$ cat src/sv/lc2k_pkg.sv
// Shared constants, codes and control structs for the LC-2K executor.
package lc2k_pkg;

  // Word memory depth; must be a power of two, 256 to 65536
  localparam int MEM_WORDS = 65536;
  localparam int MEM_AW    = $clog2(MEM_WORDS);

  localparam int IN_TDATA_W  = 56;
  localparam int OUT_TDATA_W = 144;

  // Request commands
  localparam logic [1:0] CMD_MEM_WR = 2'd0;
  localparam logic [1:0] CMD_MEM_RD = 2'd1;
  localparam logic [1:0] CMD_EXEC   = 2'd2;
  localparam logic [1:0] CMD_REG_RD = 2'd3;

  // Instruction opcodes
  localparam logic [2:0] OP_ADD  = 3'd0;
  localparam logic [2:0] OP_NAND = 3'd1;
  localparam logic [2:0] OP_LW   = 3'd2;
  localparam logic [2:0] OP_SW   = 3'd3;
  localparam logic [2:0] OP_BEQ  = 3'd4;
  localparam logic [2:0] OP_JALR = 3'd5;
  localparam logic [2:0] OP_HALT = 3'd6;
  localparam logic [2:0] OP_NOOP = 3'd7;

  // Memory port operations
  localparam logic [2:0] MOP_NONE  = 3'd0;
  localparam logic [2:0] MOP_WR_IN = 3'd1;
  localparam logic [2:0] MOP_RD_IN = 3'd2;
  localparam logic [2:0] MOP_FETCH = 3'd3;
  localparam logic [2:0] MOP_RD_LS = 3'd4;
  localparam logic [2:0] MOP_WR_SW = 3'd5;

  typedef struct packed {
    logic       clr_step;
    logic       take_in;
    logic [2:0] mem_op;
    logic       decode;
    logic       cap_mem;
    logic       cap_reg;
    logic       exec;
    logic       load_wb;
  } dp_cmd_t;

  typedef struct packed {
    logic       clear_done;
    logic       halted;
    logic [2:0] opcode;
  } dp_stat_t;

endpackage

$ cat src/sv/lc2k_ctrl.sv
// Controller: sequences memory clear, request commands and instruction steps.
module lc2k_ctrl import lc2k_pkg::*; (
  input  logic       clk,
  input  logic       rst_n,
  input  logic       req_valid,
  input  logic [1:0] req_command,
  input  logic       out_free,
  input  dp_stat_t   stat,
  output logic       req_ready,
  output logic       deliver,
  output dp_cmd_t    cmd
);

  localparam logic [3:0] S_CLEAR  = 4'd0;
  localparam logic [3:0] S_IDLE   = 4'd1;
  localparam logic [3:0] S_MEMWR  = 4'd2;
  localparam logic [3:0] S_MEMRD  = 4'd3;
  localparam logic [3:0] S_MEMCAP = 4'd4;
  localparam logic [3:0] S_REGRD  = 4'd5;
  localparam logic [3:0] S_FETCH  = 4'd6;
  localparam logic [3:0] S_DECODE = 4'd7;
  localparam logic [3:0] S_EXEC   = 4'd8;
  localparam logic [3:0] S_LOAD   = 4'd9;
  localparam logic [3:0] S_DONE   = 4'd10;

  logic [3:0] state_r;
  logic [3:0] state_nxt;

  always_comb begin
    state_nxt = state_r;
    cmd       = '0;
    cmd.mem_op = MOP_NONE;
    req_ready = 1'b0;
    deliver   = 1'b0;
    case (state_r)
      S_CLEAR: begin
        if (stat.clear_done) begin
          state_nxt = S_IDLE;
        end else begin
          cmd.clr_step = 1'b1;
        end
      end
      S_IDLE: begin
        req_ready = 1'b1;
        if (req_valid) begin
          cmd.take_in = 1'b1;
          case (req_command)
            CMD_MEM_WR: state_nxt = S_MEMWR;
            CMD_MEM_RD: state_nxt = S_MEMRD;
            CMD_REG_RD: state_nxt = S_REGRD;
            default:    state_nxt = stat.halted ? S_DONE : S_FETCH;
          endcase
        end
      end
      S_MEMWR: begin
        cmd.mem_op = MOP_WR_IN;
        state_nxt  = S_DONE;
      end
      S_MEMRD: begin
        cmd.mem_op = MOP_RD_IN;
        state_nxt  = S_MEMCAP;
      end
      S_MEMCAP: begin
        cmd.cap_mem = 1'b1;
        state_nxt   = S_DONE;
      end
      S_REGRD: begin
        cmd.cap_reg = 1'b1;
        state_nxt   = S_DONE;
      end
      S_FETCH: begin
        cmd.mem_op = MOP_FETCH;
        state_nxt  = S_DECODE;
      end
      S_DECODE: begin
        cmd.decode = 1'b1;
        state_nxt  = S_EXEC;
      end
      S_EXEC: begin
        cmd.exec = 1'b1;
        if (stat.opcode == OP_LW) begin
          cmd.mem_op = MOP_RD_LS;
          state_nxt  = S_LOAD;
        end else begin
          if (stat.opcode == OP_SW) begin
            cmd.mem_op = MOP_WR_SW;
          end
          state_nxt = S_DONE;
        end
      end
      S_LOAD: begin
        cmd.load_wb = 1'b1;
        state_nxt   = S_DONE;
      end
      S_DONE: begin
        // hold until the output register can take the result
        if (out_free) begin
          deliver   = 1'b1;
          state_nxt = S_IDLE;
        end
      end
      default: state_nxt = S_IDLE;
    endcase
  end

  always_ff @(posedge clk) begin
    if (!rst_n) begin
      state_r <= S_CLEAR;
    end else begin
      state_r <= state_nxt;
    end
  end

endmodule

$ cat config.mk
export PLATFORM = sky130hd
export DESIGN_NAME = lc2k_ctrl
export DESIGN_NICKNAME = d
export VERILOG_FILES = /design/src/sv/lc2k_pkg.sv /design/src/sv/lc2k_ctrl.sv
export SDC_FILE = /design/constraint.sdc
export NUM_CORES = 1
export LEC_CHECK = 0
export ABC_AREA = 1
export BUFFER_PORTS_ARGS = -buffer_cell sky130_fd_sc_hd__buf_4
export CAP_MARGIN = 20
export CORE_AREA = 2 2 39 41
export CTS_CLUSTER_SIZE = 40
export DETAILED_ROUTE_END_ITERATION = 8
export DIE_AREA = 0 0 41 43
export HOLD_SLACK_MARGIN = 0.15
export PLACE_DENSITY = 0.59
export SLEW_MARGIN = 20
export SYNTH_ARGS = -nofsm -noshare
export SYNTH_HDL_FRONTEND = slang
export SYNTH_SLANG_ARGS = --single-unit
$ cat constraint.sdc
create_clock -name clk -period 1.8 [get_ports clk]
set_input_delay 0.18 -clock clk [delete_from_list [all_inputs] [get_ports clk]]
set_output_delay 0.18 -clock clk [all_outputs]
set_load 0.02 [all_outputs]
# Yosys cells after proc, flatten, opt, wreduce, memory -nomap -nowiden
# Index checks and enable logic that the tools add are counted.
# word_totals
input_bits	11
output_inout_bits	12
elab_cells	44
ff_bits	4
# classes
reduce_logical	4
muxes	22
eq_ne	17
# op_table
cell	n
one-hot mux 4 bit (8 select lines)	1
== test 4 x 3 -> 1 bit (second input constant)	4
two-way mux 4 bit	4
== test 4 bit (second input constant)	3
two-way mux 1 bit	12
one-hot mux 3 bit (4 select lines)	1
one-hot mux 4 bit (3 select lines)	1
== test 4 x 2 -> 1 bit (second input constant)	2
== test 3 x 2 -> 1 bit (second input constant)	2
two-way mux 3 bit	2
!= test 2 bit (second input constant)	3
== test 4 x 1 -> 1 bit (second input constant)	1
zero test 4 bit	1
OR reduction 4 bit	1
AND reduction 3 bit	1
== test 2 x 1 -> 1 bit (second input constant)	1
== test 2 bit (second input constant)	1
zero test 2 bit	1
two-way mux 2 bit	1

# Logic depth before layout (Yosys ltp)
# depth
ltp_word	4
mapped_depth	8
mapped_depth_nobuf	8

# Least setup slack after synthesis
# OpenSTA, ideal clock, no wires.
# synth_path
path_type	reg2out
from	register state_r[3]
to	output cmd[5] (netlist name)
stages_incl_launch_ff	7
setup_slack_ns	0.319
t_required_ns	1.620
t_arrival_ns	1.301
path_buffers	0
cell_sequence	dfxtp_1 inv_1 nor2_2 nand2_1 nor2_1 nand2_1 o21ai_0
# synth_rtl
element	line_no	rtl
from (decl)	lc2k_ctrl.sv:26	logic [3:0] state_r;
from (signal assigned)	lc2k_ctrl.sv:110	state_r <= state_nxt;
to (decl)	lc2k_ctrl.sv:11	output dp_cmd_t cmd

==> metrics.txt <==
clock sink count=4; final setup vio count=0; slowest stage cell, crit path=dfxtp_1; Largest Register=state_r; register area share after synthesis=20.1%; Area growth, synth to finish=52.2%; Crit path max-delay family=simple AND/OR/NAND/NOR gates; clock-pin slew on the worst setup and hold paths=roughly 0.040 ns; power density over the cells=1370 mW/mm2; max cap viols=0; antenna violations before repair=0; biggest regs=state_r: 4 flops; Final ANT Viol Nets=0; post-CTS resize count=0; Worst EP arrival=1.43 ns; DP HPWL=934 um; Initial Util=28.8%; crit path time final=~1.6 ns; gr usage total=~15%; CTS tree=yes; Setup crit end kind=output port; global-route wire length before repair=1780 um; peak supply drop=0.775 mV; design area=606 um2; io pins=23; most common cell after layout, fill and taps aside=buf_4; path type of the worst min-delay path=input pin to register; cell mode on critical path=nand2_1; register bit total from synthesis=4; Mapped Cells=78; CTS Root Cell=clkbuf_4; Critical Path RT=1.62 ns; Clk Latency, worst-skew pair=about 0.24 ns; Placer Congestion=0.755; crit path buf inv count=2; # nets final=around 120; Clock Path Buffers=2; multi-input logic area=258 um2; vias in the first global route=470; status=finished, final reports clean; worst-path cell chain=inv_1 > nor2_2 > nand2_1 > nor2_1 > nand2_1 > o21ai_0 > buf_4; fin util=roughly 44%; max_slew headroom=81.5%; hold buffer count at CTS=0; placement row count=14; leak pwr=0.381 nW; WS Path Type=register to output port; final hold viol count=0; synthesized area per cell=5.10 um2; die height=~43 um; area post-placement=583 um2; Sequential Area=~80 um2; Final Cycle Share=89.2%; RSZ-0062 raised after global routing=false; mapped cell area=398 um2; I/O Buffers=22; DRC Markers=0; crit path launch type=register; routed wire length=1090 um; worst slew pin tran=0.275 ns; setup TNS=0 ns; most frequent cells in the layout=22 x buf_4, 19 x nand2_1, 17 x nor2_1, 14 x inv_1, 6 x nand3_1; hold_ws=0.207 ns; fillers=168; number of flip-flops under the largest register name=4; setup bufs post-CTS=0; GRT overflow=0; WL/cell=9.19 um; synth unique cells=13; core area=0.00138 mm2; die footprint=0.00176 mm2; CP max stage delay=around 0.40 ns; yosys warns=0; TritonCTS buffer count=3; Max Slew Vio Count=0; Die Width=41 um; router iterations before antenna repair=4; Diodes inserted=0; DR vias=533; H-tree lvl count=1; largest net degree at the start of global routing=7; Crit Path Max Fanout=5; synthesized net count=89; fraction of layout cells with a size suffix above 1=32.0%; drt first-iter violations=8; Peak Freq=just over 0.6 GHz; Worst Clk Skew=0.00527 ns; vias per std cell=about 4.5
-- cells by family (layout without fill, tap and decap cells) --
family	count (synthesis)	count (layout)	share of synthesized area, %
AND/OR/NAND/NOR	51	51	56.0
buffers and inverters	16	41	15.1
AO/OA/AOI/OAI	7	7	8.80
flip-flops	4	4	20.1
-- stage by stage --
step	instances	power, mW	worst slack [ns]
after floorplan	78	0.540	0.319
after global placement	116	0.710	0.497
after detailed placement	116	0.712	0.442
after CTS	119	0.833	0.192
after global routing	119	0.913	0.0445
final	119	0.827	0.195
-- cells in the mapped netlist, drive strengths merged --
cell type,n,area (um2)
nand2,20,77.6
inv,16,60.1
nor4,1,6.26
nand4,1,6.26
nor2,22,95.1
a21oi,3,15.0
o21ai,4,20.0
dfxtp,4,80.1
nand3,6,30.0
nand3b,1,7.51
-- report_power, final --
| group | switching (mW) | leakage, nW | internal [mW] |
|---|---|---|---|
| logic | 0.334 | 0.335 | 0.204 |
| clock network | 0.0418 | 0.0138 | 0.0749 |
| registers | 0.0525 | 0.0327 | 0.121 |
| total | 0.428 | 0.381 | 0.399 |
-- path summary, 6_finish.rpt --
check,from,end,slack [ns],cells after the start
worst min-delay path,rst_n,state_r[2],0.21,3
worst min register to register,state_r[3],state_r[0],0.74,4
worst max register to register,state_r[3],state_r[1],0.56,8
worst max-delay path,state_r[3],cmd[5],0.19,7
-- final cells by class --
type	instances	share of cell area, %
Timing Repair Buffer	22	27.3
Multi-Input combinational cell	58	42.6
Sequential cell	4	13.2
Tap cell	16	3.31
Inverter	16	9.92
Clock buffer	3	3.72
-- worst register-to-register path: stages (launching register included) --
cell and delay [ns]:
dfxtp_1 0.40, inv_1 0.11, nor2_2 0.13, nand2_1 0.11, nor2_1 0.13, nor2_1 0.05
nand2_1 0.05, nand2_1 0.05, a21oi_1 0.13
-- metal layers --
metal	GRT usage (%)	vias up	wire, um
met1	16.8	228	462
met2	24.1	16	544
met5	0	-	0
li1	-	286	-
met3	3.14	3	70
met4	8.00	0	17
Note: power is estimated with default switching activity, not from simulation.
